<file path="src/hw/rtl/zcfe_pkg.sv">
// Package with the shared widths and constants of the zero-crossing frequency estimator.
`timescale 1ns / 1ps
package zcfe_pkg;
    localparam int FRAC_BITS = 24;
    localparam int TIME_BITS = 32;
    localparam int CNT_BITS  = 17;
    localparam int FREQ_BITS = 32;
    localparam int LVL_BITS  = 16;
    // Crossing times are Q32.24 with a sign bit and one more bit of headroom.
    localparam int CT_BITS   = TIME_BITS + FRAC_BITS + 2;
endpackage

</file>
<file path="src/hw/rtl/zcfe_if.sv">
// Valid/ready channel interfaces for the samples and the results.
`timescale 1ns / 1ps
interface zcfe_in_if #(parameter int SAMPLE_BITS = 16);
    logic                          valid;
    logic                          ready;
    logic signed [SAMPLE_BITS-1:0] sample;
    logic [31:0]                   sample_time;
    logic                          window_first;
    logic                          window_last;
    modport source (output valid, sample, sample_time, window_first, window_last,
                    input ready);
    modport sink (input valid, sample, sample_time, window_first, window_last,
                  output ready);
endinterface

interface zcfe_out_if;
    logic        valid;
    logic        ready;
    logic [31:0] frequency;
    logic [16:0] crossing_count;
    logic        status;
    modport source (output valid, frequency, crossing_count, status, input ready);
    modport sink (input valid, frequency, crossing_count, status, output ready);
endinterface

</file>
<file path="src/hw/rtl/zcfe_div.sv">
// Shared restoring divider, one quotient bit per cycle.
`timescale 1ns / 1ps
module zcfe_div
    import zcfe_pkg::*;
#(
    parameter int NUM_BITS = 64,
    parameter int DEN_BITS = 64,
    parameter int Q_BITS   = 32
) (
    input  logic                i_clk,
    input  logic                i_rst_n,
    input  logic                i_start,
    input  logic [NUM_BITS-1:0] i_rem,
    input  logic [DEN_BITS-1:0] i_den,
    output logic                o_done,
    output logic [Q_BITS-1:0]   o_quo
);
    localparam int CW = $clog2(Q_BITS + 1);
    localparam int RW = (NUM_BITS > DEN_BITS ? NUM_BITS : DEN_BITS) + 1;

    logic [RW-1:0]     r_rem;
    logic [RW-1:0]     n_sh;
    logic [DEN_BITS-1:0] r_den;
    logic [Q_BITS-1:0] r_quo;
    logic [CW-1:0]     r_cnt;
    logic              r_busy;
    logic              w_ge;

    assign n_sh = {r_rem[RW-2:0], 1'b0};
    assign w_ge = n_sh >= RW'(r_den);

    always_ff @(posedge i_clk) begin
        if (!i_rst_n) begin
            r_busy <= 1'b0;
            o_done <= 1'b0;
            r_cnt  <= '0;
        end else begin
            o_done <= 1'b0;
            if (i_start) begin
                r_rem  <= RW'(i_rem);
                r_den  <= i_den;
                r_quo  <= '0;
                r_cnt  <= CW'(Q_BITS);
                r_busy <= 1'b1;
            end else if (r_busy) begin
                r_rem <= w_ge ? n_sh - RW'(r_den) : n_sh;
                r_quo <= {r_quo[Q_BITS-2:0], w_ge};
                r_cnt <= r_cnt - 1'b1;
                if (r_cnt == CW'(1)) begin
                    r_busy <= 1'b0;
                    o_done <= 1'b1;
                end
            end
        end
    end

    assign o_quo = r_quo;
endmodule

</file>
<file path="src/hw/rtl/zero_crossing_frequency_estimator_top.sv">
// Top level of the zero-crossing frequency estimator.
`timescale 1ns / 1ps
// A sample that is not the last of its window leaves the input ready for the
// next sample. After the last sample of a window is accepted, the input stays busy
// while the result is formed. With fewer than two crossings S_T1 goes straight
// to S_OUT. Otherwise one shared divider, one quotient bit per cycle, runs for
// each crossing fraction and then for the frequency, each run started from a
// setup state. A zero span or a saturated frequency skips the last run. The
// result beat then waits in an output register until it is taken, and a new
// result waits while that register is full.
module zero_crossing_frequency_estimator_top
    import zcfe_pkg::*;
#(
    parameter int MAX_WINDOW  = 65536,
    parameter int SAMPLE_BITS = 16
) (
    input  logic                i_clk,
    input  logic                i_rst_n,
    input  logic                i_cfg_we,
    input  logic [LVL_BITS-1:0] i_cfg_data,
    zcfe_in_if.sink             i_in,
    zcfe_out_if.source          o_out
);
    localparam int SB   = SAMPLE_BITS;
    localparam int DB   = SB + 1;
    localparam int CNTW = $clog2(MAX_WINDOW + 1);
    localparam int RB   = CNTW + FRAC_BITS;
    localparam int NW   = (RB > DB) ? RB : DB;
    localparam int HB   = LVL_BITS + SB;

    typedef enum logic [3:0] {
        S_IDLE, S_F1, S_F1W, S_T1, S_F2, S_F2W, S_T2, S_SPAN, S_DIV, S_DIVW, S_OUT
    } t_state;

    t_state r_state;
    logic [LVL_BITS-1:0] r_lvl;
    logic signed [SB-1:0] r_prev_s, r_fs0, r_fs1, r_ls0, r_ls1;
    logic [TIME_BITS-1:0] r_prev_t, r_ft0, r_ft1, r_lt0, r_lt1;
    logic r_pol, r_hold;
    logic [CNTW-1:0] r_cnt;
    logic signed [CT_BITS-1:0] r_ti, r_tf;
    logic [CT_BITS-1:0] r_span;
    logic [FREQ_BITS-1:0] r_freq;
    logic r_status, r_ovalid;

    logic signed [SB-1:0] w_s;
    logic w_acc, w_nonneg;
    logic [SB-1:0] w_mag;
    logic w_cross, w_cnt1;
    logic [CNTW-1:0] w_cnt;

    assign w_s = i_in.sample;
    assign w_acc = i_in.valid && i_in.ready;
    assign w_nonneg = !w_s[SB-1];
    assign w_mag = w_s[SB-1] ? SB'(-w_s) : w_s;
    assign w_cross = !i_in.window_first && !r_hold && (w_nonneg != r_pol);
    assign w_cnt = (r_cnt < CNTW'(MAX_WINDOW)) ? r_cnt + 1'b1 : r_cnt;
    assign w_cnt1 = w_cnt == CNTW'(1);

    // Divider operand selection.
    logic signed [SB-1:0] w_a0, w_a1;
    logic [DB-1:0] w_am, w_dm;
    logic signed [DB:0] w_d;
    logic w_clamp;
    logic [NW-1:0] w_num;
    logic [CT_BITS+9:0] w_den;
    logic w_start, w_done;
    logic [FREQ_BITS-1:0] w_quo;
    logic [RB-1:0] w_r;

    assign w_a0 = (r_state == S_F1 || r_state == S_F1W) ? r_fs0 : r_ls0;
    assign w_a1 = (r_state == S_F1 || r_state == S_F1W) ? r_fs1 : r_ls1;
    assign w_am = w_a1[SB-1] ? DB'(-$signed({w_a1[SB-1], w_a1})) : DB'(w_a1);
    assign w_d = $signed({{2{w_a0[SB-1]}}, w_a0}) - $signed({{2{w_a1[SB-1]}}, w_a1});
    assign w_dm = w_d[DB] ? DB'(-w_d) : DB'(w_d);
    assign w_clamp = w_am >= w_dm;
    assign w_r = RB'(r_cnt - 1'b1) << (FRAC_BITS - 1);
    assign w_start = r_state == S_F1 || r_state == S_F2 || r_state == S_DIV;

    // Fractions divide |s1| by |s0 - s1|; the frequency divides (count - 1) * 2^23 by the span.
    always_comb begin
        if (r_state == S_DIV) begin
            w_num = NW'(w_r);
            w_den = (CT_BITS + 10)'(r_span);
        end else begin
            w_num = NW'(w_am);
            w_den = (CT_BITS + 10)'(w_dm);
        end
    end

    // The fraction divide produces a 32-bit quotient floor(num*2^32/den) when
    // num < den; its top 24 bits match truncation, since
    // floor(num*2^32/den) >> 8 equals floor(num*2^24/den), so the fraction
    // takes quotient >> 8.
    zcfe_div #(.NUM_BITS(NW), .DEN_BITS(CT_BITS + 10), .Q_BITS(FREQ_BITS)) u_div (
        .i_clk  (i_clk),
        .i_rst_n(i_rst_n),
        .i_start(w_start),
        .i_rem  (w_num),
        .i_den  (w_den),
        .o_done (w_done),
        .o_quo  (w_quo)
    );

    logic [FRAC_BITS:0] w_frac;
    logic [TIME_BITS-1:0] w_dt, w_rel;
    logic signed [CT_BITS-1:0] w_ct;
    assign w_frac = w_clamp ? (FRAC_BITS + 1)'(1) << FRAC_BITS
                            : (FRAC_BITS + 1)'(w_quo >> (FREQ_BITS - FRAC_BITS));
    assign w_dt = (r_state == S_F1W) ? r_ft1 - r_ft0 : r_lt1 - r_lt0;
    assign w_rel = (r_state == S_F1W) ? '0 : r_lt1 - r_ft1;
    assign w_ct = $signed(CT_BITS'({w_rel, FRAC_BITS'(0)}))
                - $signed(CT_BITS'(w_frac * w_dt));

    logic signed [CT_BITS-1:0] w_span;
    assign w_span = r_tf - r_ti;

    always_ff @(posedge i_clk) begin
        if (!i_rst_n) begin
            r_state  <= S_IDLE;
            r_lvl    <= '0;
            r_prev_s <= '0;
            r_prev_t <= '0;
            r_pol    <= 1'b0;
            r_hold   <= 1'b0;
            r_cnt    <= '0;
            r_ovalid <= 1'b0;
        end else begin
            if (i_cfg_we) begin
                r_lvl <= i_cfg_data;
            end
            if (o_out.valid && o_out.ready && r_state != S_OUT) begin
                r_ovalid <= 1'b0;
            end
            case (r_state)
                S_IDLE: begin
                    if (w_acc) begin
                        if (i_in.window_first) begin
                            r_pol  <= w_nonneg;
                            r_cnt  <= '0;
                            r_hold <= 1'b0;
                        end else if (r_hold) begin
                            r_hold <= HB'(w_mag) > HB'(r_lvl);
                        end else if (w_cross) begin
                            r_cnt <= w_cnt;
                            r_ls0 <= r_prev_s;
                            r_ls1 <= w_s;
                            r_lt0 <= r_prev_t;
                            r_lt1 <= i_in.sample_time;
                            if (w_cnt1) begin
                                r_fs0 <= r_prev_s;
                                r_fs1 <= w_s;
                                r_ft0 <= r_prev_t;
                                r_ft1 <= i_in.sample_time;
                            end
                            r_pol  <= w_nonneg;
                            r_hold <= 1'b1;
                        end
                        r_prev_s <= w_s;
                        r_prev_t <= i_in.sample_time;
                        if (i_in.window_last) begin
                            r_state <= S_T1;
                        end
                    end
                end
                S_T1: begin
                    r_freq   <= '0;
                    r_status <= 1'b1;
                    r_state  <= (r_cnt >= CNTW'(2)) ? S_F1 : S_OUT;
                end
                S_F1: r_state <= S_F1W;
                S_F1W: begin
                    if (w_done) begin
                        r_ti    <= w_ct;
                        r_state <= S_F2;
                    end
                end
                S_F2: r_state <= S_F2W;
                S_F2W: begin
                    if (w_done) begin
                        r_tf    <= w_ct;
                        r_state <= S_SPAN;
                    end
                end
                S_SPAN: begin
                    r_span <= CT_BITS'(w_span);
                    if (w_span > 0) begin
                        r_status <= 1'b0;
                        if (CT_BITS'(w_r) >= CT_BITS'(w_span)) begin
                            r_freq  <= '1;
                            r_state <= S_OUT;
                        end else begin
                            r_state <= S_DIV;
                        end
                    end else begin
                        r_state <= S_OUT;
                    end
                end
                S_DIV: r_state <= S_DIVW;
                S_DIVW: begin
                    if (w_done) begin
                        r_freq  <= w_quo;
                        r_state <= S_OUT;
                    end
                end
                S_OUT: begin
                    if (!r_ovalid || o_out.ready) begin
                        r_ovalid <= 1'b1;
                        r_state  <= S_IDLE;
                    end
                end
                default: r_state <= S_IDLE;
            endcase
        end
    end

    logic [FREQ_BITS-1:0] r_ofreq;
    logic [CNTW-1:0]      r_ocnt;
    logic                 r_ostat;
    always_ff @(posedge i_clk) begin
        if (r_state == S_OUT && (!r_ovalid || o_out.ready)) begin
            r_ofreq <= r_freq;
            r_ocnt  <= r_cnt;
            r_ostat <= r_status;
        end
    end

    assign i_in.ready           = r_state == S_IDLE;
    assign o_out.valid          = r_ovalid;
    assign o_out.frequency      = r_ofreq;
    assign o_out.crossing_count = CNT_BITS'(r_ocnt);
    assign o_out.status         = r_ostat;
endmodule

</file>
<file path="src/flat_wrapper.sv">
// flat-port wrapper written by rule: the top's interface ports become plain ports
module zero_crossing_frequency_estimator_top_flat import zcfe_pkg::*;
#(
    parameter int MAX_WINDOW  = 65536,
    parameter int SAMPLE_BITS = 16
)
  (i_clk, i_rst_n, i_cfg_we, i_cfg_data, i_in_valid, i_in_sample, i_in_sample_time, i_in_window_first, i_in_window_last, i_in_ready, o_out_valid, o_out_frequency, o_out_crossing_count, o_out_status, o_out_ready);
  zcfe_in_if #(.SAMPLE_BITS(SAMPLE_BITS)) i_in_i ();
  zcfe_out_if o_out_i ();
  input  logic i_clk;
  input  logic i_rst_n;
  input  logic i_cfg_we;
  input  logic [LVL_BITS-1:0] i_cfg_data;
  input wire logic [$bits(i_in_i.valid)-1:0] i_in_valid;
  input wire logic [$bits(i_in_i.sample)-1:0] i_in_sample;
  input wire logic [$bits(i_in_i.sample_time)-1:0] i_in_sample_time;
  input wire logic [$bits(i_in_i.window_first)-1:0] i_in_window_first;
  input wire logic [$bits(i_in_i.window_last)-1:0] i_in_window_last;
  output wire logic [$bits(i_in_i.ready)-1:0] i_in_ready;
  output wire logic [$bits(o_out_i.valid)-1:0] o_out_valid;
  output wire logic [$bits(o_out_i.frequency)-1:0] o_out_frequency;
  output wire logic [$bits(o_out_i.crossing_count)-1:0] o_out_crossing_count;
  output wire logic [$bits(o_out_i.status)-1:0] o_out_status;
  input wire logic [$bits(o_out_i.ready)-1:0] o_out_ready;
  assign i_in_i.valid = i_in_valid;
  assign i_in_i.sample = i_in_sample;
  assign i_in_i.sample_time = i_in_sample_time;
  assign i_in_i.window_first = i_in_window_first;
  assign i_in_i.window_last = i_in_window_last;
  assign i_in_ready = i_in_i.ready;
  assign o_out_valid = o_out_i.valid;
  assign o_out_frequency = o_out_i.frequency;
  assign o_out_crossing_count = o_out_i.crossing_count;
  assign o_out_status = o_out_i.status;
  assign o_out_i.ready = o_out_ready;
  zero_crossing_frequency_estimator_top #(.MAX_WINDOW(MAX_WINDOW), .SAMPLE_BITS(SAMPLE_BITS)) u_core (.i_clk(i_clk), .i_rst_n(i_rst_n), .i_cfg_we(i_cfg_we), .i_cfg_data(i_cfg_data), .i_in(i_in_i), .o_out(o_out_i));
endmodule
</file>
<file path="config.mk">
export PLATFORM = sky130hd
export DESIGN_NAME = zero_crossing_frequency_estimator_top_flat
export DESIGN_NICKNAME = d
export VERILOG_FILES = /design/src/hw/rtl/zcfe_pkg.sv /design/src/hw/rtl/zcfe_if.sv /design/src/hw/rtl/zcfe_div.sv /design/src/hw/rtl/zero_crossing_frequency_estimator_top.sv /design/src/flat_wrapper.sv
export SDC_FILE = /design/constraint.sdc
export NUM_CORES = 2
export LEC_CHECK = 0
export BUFFER_PORTS_ARGS = -buffer_cell sky130_fd_sc_hd__buf_2
export CORE_ASPECT_RATIO = 1.75
export CORE_MARGIN = 1.5
export CORE_UTILIZATION = 44
export CTS_BUF_LIST = sky130_fd_sc_hd__clkbuf_4 sky130_fd_sc_hd__clkbuf_8 sky130_fd_sc_hd__clkbuf_16
export DETAILED_ROUTE_END_ITERATION = 6
export GPL_TIMING_DRIVEN = 0
export SKIP_CTS_REPAIR_TIMING = 1
export SYNTH_ARGS = -nofsm -noshare
export SYNTH_HDL_FRONTEND = slang
export SYNTH_SLANG_ARGS = --single-unit
export TNS_END_PERCENT = 10
</file>
<file path="constraint.sdc">
create_clock -name i_clk -period 19.4 [get_ports i_clk]
set_clock_uncertainty 0.2 [all_clocks]
set_input_delay 1.94 -clock i_clk [delete_from_list [all_inputs] [get_ports i_clk]]
set_output_delay 1.94 -clock i_clk [all_outputs]
set_load 0.02 [all_outputs]
</file>
==> results by group <==
Clock network
  • Worst-case clock buffer depth: 3
  • Clk sinks: between 700 and 800
  • TritonCTS clock tree: built
  • Num CTS Buffers: 70
  • Root buffer cell: clkbuf_16
  • Reg clk slew, reported paths: around 0.060 ns
  • H-Tree Depth: 3
  • Clock latency on the worst-skew pair: just over 0.7 ns

Final layout
  • Nets: approximately 8500
  • FILL cells: about 14000
  • Ratio of cells with drive above 1 in the final layout: 0.05543
  • Final instance area: roughly 73000 um2
  • Layout area overhead: 9.408%
  • Final non-filler cell total: between 9000 and 10000

Yosys
  • EDFF count, synth: 607
  • Synth Register Bits: roughly 700
  • Cell variety after synth: 85
  • Synth Flop Type: edfxtp_1
  • Mapped Area: ~66000 um2
  • Cell count after synthesis: 6985
  • Syn_nets: 8273
  • Post-synth top cells: inv_1 (1078), nand2_1 (1041), fa_1 (731), edfxtp_1 (607), nor2_1 (492)
  • Synth Area per Inst: 9.508 um2
  • Asr flop ratio synth: 0
  • Largest area contributor in the netlist: edfxtp_1
  • Area contributors post-synth: edfxtp_1 (27%), fa_1 (22%), ha_1 (9.2%)
  • Register area share after synthesis: 0.3034
  • Synth top area share: 0.2744
  • YS warnings: 0
  • Most numerous cell in the Yosys netlist: inv_1

Hold path
  • Worst min-delay path class: reg2reg

Timing
  • Final worst-path cycle share: 0.9606
  • Worst slew margin: -0.005224
  • Slew @ Worst Pin: between 1.5 and 2 ns
  • Minimum clock period: 18.64 ns
  • Fin. Hold Viols: 0
  • FMAX: 0.05366 GHz
  • RSZ-0062 raised after global routing: no
  • Max-slew violations: 10
  • Endpoints failing setup: 0

Critical path
  • CP delay by family, top: compound AO/OA/AOI/OAI gates
  • CP required: between 15 and 20 ns
  • Critical Path Most Common Cell: fa_1
  • Critical path class: reg2reg
  • Startpoint types: register
  • Worst path max stage delay: roughly 0.9 ns
  • Worst path bufs/invs: 14
  • CP Max Fanout: 10
  • CP arrival: around 19 ns
  • Crit end category: register
  • Crit-path slowest cell: clkdlybuf4s15_1

Floorplanning
  • Initial core utilization: 0.4432
  • Chip height: ~520 um
  • Die area: roughly 150000 um2
  • Site Rows: around 190
  • Die width: 296.7 um
  • IO Count: around 120
  • Core area: around 150000 um2

Place
  • Placed cell areas: roughly 70000 um2
  • Placer Congestion: 1.032
  • IO buf count: around 120
  • Final HPWL DP: roughly 200 mm
  • Placed Cells: a little over 9000

Run
  • Max Cap Viol: 1

GRT
  • GRT Total Usage: 0.3331
  • First-pass GRT wire length: 360.3 mm
  • Initial antenna violation count: 18
  • Total congestion overflow: 0
  • Largest net degree at the start of global routing: 36
  • Vias in the first global route: between 50000 and 60000

Route
  • Vias per cell: about 5.6
  • Routed WL: roughly 250 mm
  • Drc violations: 0
  • Vias: between 50000 and 60000
  • Drt first-iter violations: roughly 3200
  • Routed len/inst: 26.91 um
  • TritonRoute pass-1 iters: 5
  • Routed Antenna Nets: 0

Outcome
  • Run status: finished, violations left
  • Failing checks: capacitance limit, slew limit
## cell families after synthesis
family                   share of synthesized area
buffers and inverters                      0.07743
XOR/XNOR                                   0.04180
flip-flops                                  0.3034
multiplexers                              0.007762
other                                   0.00005646
AO/OA/AOI/OAI                               0.1072
AND/OR/NAND/NOR                             0.1503
adder cells (fa/ha/maj)                     0.3121
## state kept, by name, indices dropped and copies added, names as in the netlist, 17 cells and up
name                         cells
u_core.r_lt0                    32
u_core.o_out.crossing_count     17
u_core.u_div.o_quo              32
u_core.r_tf                     58
u_core.o_out.frequency          32
u_core.r_prev_t                 32
u_core.r_ft0                    32
u_core.u_div.r_den              58
u_core.r_cnt                    17
u_core.r_span                   58
u_core.u_div.r_rem              68
u_core.r_lt1                    32
u_core.r_ft1                    32
u_core.r_ti                     58
u_core.r_freq                   32
## layout by cell type (no fill, tap or decap), types with 27 or more instances in the layout
cell / synthesis / final
clkbuf_1: 272 / 234
ha_1: 486 / 486
nor2b_1: 51 / 50
a21o_1: 173 / 173
and3_1: 98 / 98
clkbuf_16: 0 / 72
nand3_1: 93 / 93
nor3_1: 78 / 77
edfxtp_1: 607 / 607
o21bai_1: 36 / 36
nand2_1: 1041 / 1037
mux2i_1: 47 / 42
dfxtp_1: 96 / 96
a211oi_1: 29 / 27
nand2b_1: 41 / 41
a21oi_1: 350 / 348
nand4_1: 56 / 56
inv_1: 1078 / 1078
fa_1: 731 / 731
o21ai_0: 192 / 189
xnor2_1: 201 / 201
or3_1: 32 / 32
o31ai_1: 31 / 30
nor2_1: 492 / 488
xor2_1: 116 / 116
a31oi_1: 32 / 32
o21a_1: 62 / 62
and2_1: 139 / 135
clkbuf_2: 0 / 29
buf_2: 3 / 126
## final timing paths
| kind | startpoint | end | slack, ns | cells past startpoint |
|---|---|---|---|---|
| worst max register to register | u_core.r_state[2] | u_core.r_ti[55] | 0.76 | 61 |
| worst min-delay path | u_core.r_freq[10] | u_core.o_out.frequency[10] | 0.22 | 0 |
| worst min register to register | u_core.r_freq[10] | u_core.o_out.frequency[10] | 0.22 | 0 |
| worst max-delay path | u_core.r_state[2] | u_core.r_ti[55] | 0.76 | 61 |
## through the flow
| stage | setup slack [ns] | hold WS [ns] | setup TNS (ns) | utilization |
|---|---|---|---|---|
| finish | 0.7635 | 0.2205 | 0 | 0.4849 |
| global route | 0.002657 | 0.2276 | 0 | 0.4848 |
| CTS | -1.203 | 0.2227 | -11.51 | 0.4841 |
| detailed placement | -1.068 | 0.2075 | -8.981 | 0.4680 |
| global placement | -2.722 | 0.2021 | -266.03 | 0.4639 |
| floorplan | 4.406 | 0.2003 | 0 | - |
## worst reg2reg max path: cells and delay by family (launching register included)
kind            cells  cell delay [ns]
fa+ha+maj          10             5.01
simple gates       12             2.51
compound gates     23             5.94
xor+xnor            1             0.16
mux                 1             0.13
buf+inv            14             4.11
flops               1             0.30
## cell type report
| class | count | area [um2] | area share |
|---|---|---|---|
| multi-input cells | 4913 | 41270 | 0.5680 |
| flip-flops and latches | 703 | 20150 | 0.2773 |
| inverters | 1078 | 4046 | 0.05569 |
| well taps | 1995 | 2496 | 0.03435 |
| clock buffers | 91 | 1969 | 0.02710 |
| plain buffers | 284 | 1136 | 0.01563 |
| repair buffers | 164 | 1109 | 0.01526 |
| clock inverters | 38 | 446.7 | 0.006147 |
| diodes | 16 | 40.04 | 0.0005510 |
## metal layers
metal  up-vias  global-route usage  part of all wire
li1      23480                   -                 -
met1     25770              0.3045              0.31
met2      1833              0.6133              0.52
met3       852             0.05717             0.050
met4         8              0.3145              0.12
met5         -                   0           0.00019
Power is left out: the tool's default activity adds up to more than one toggle a clock period on the data nets, which glitch-free logic cannot reach.
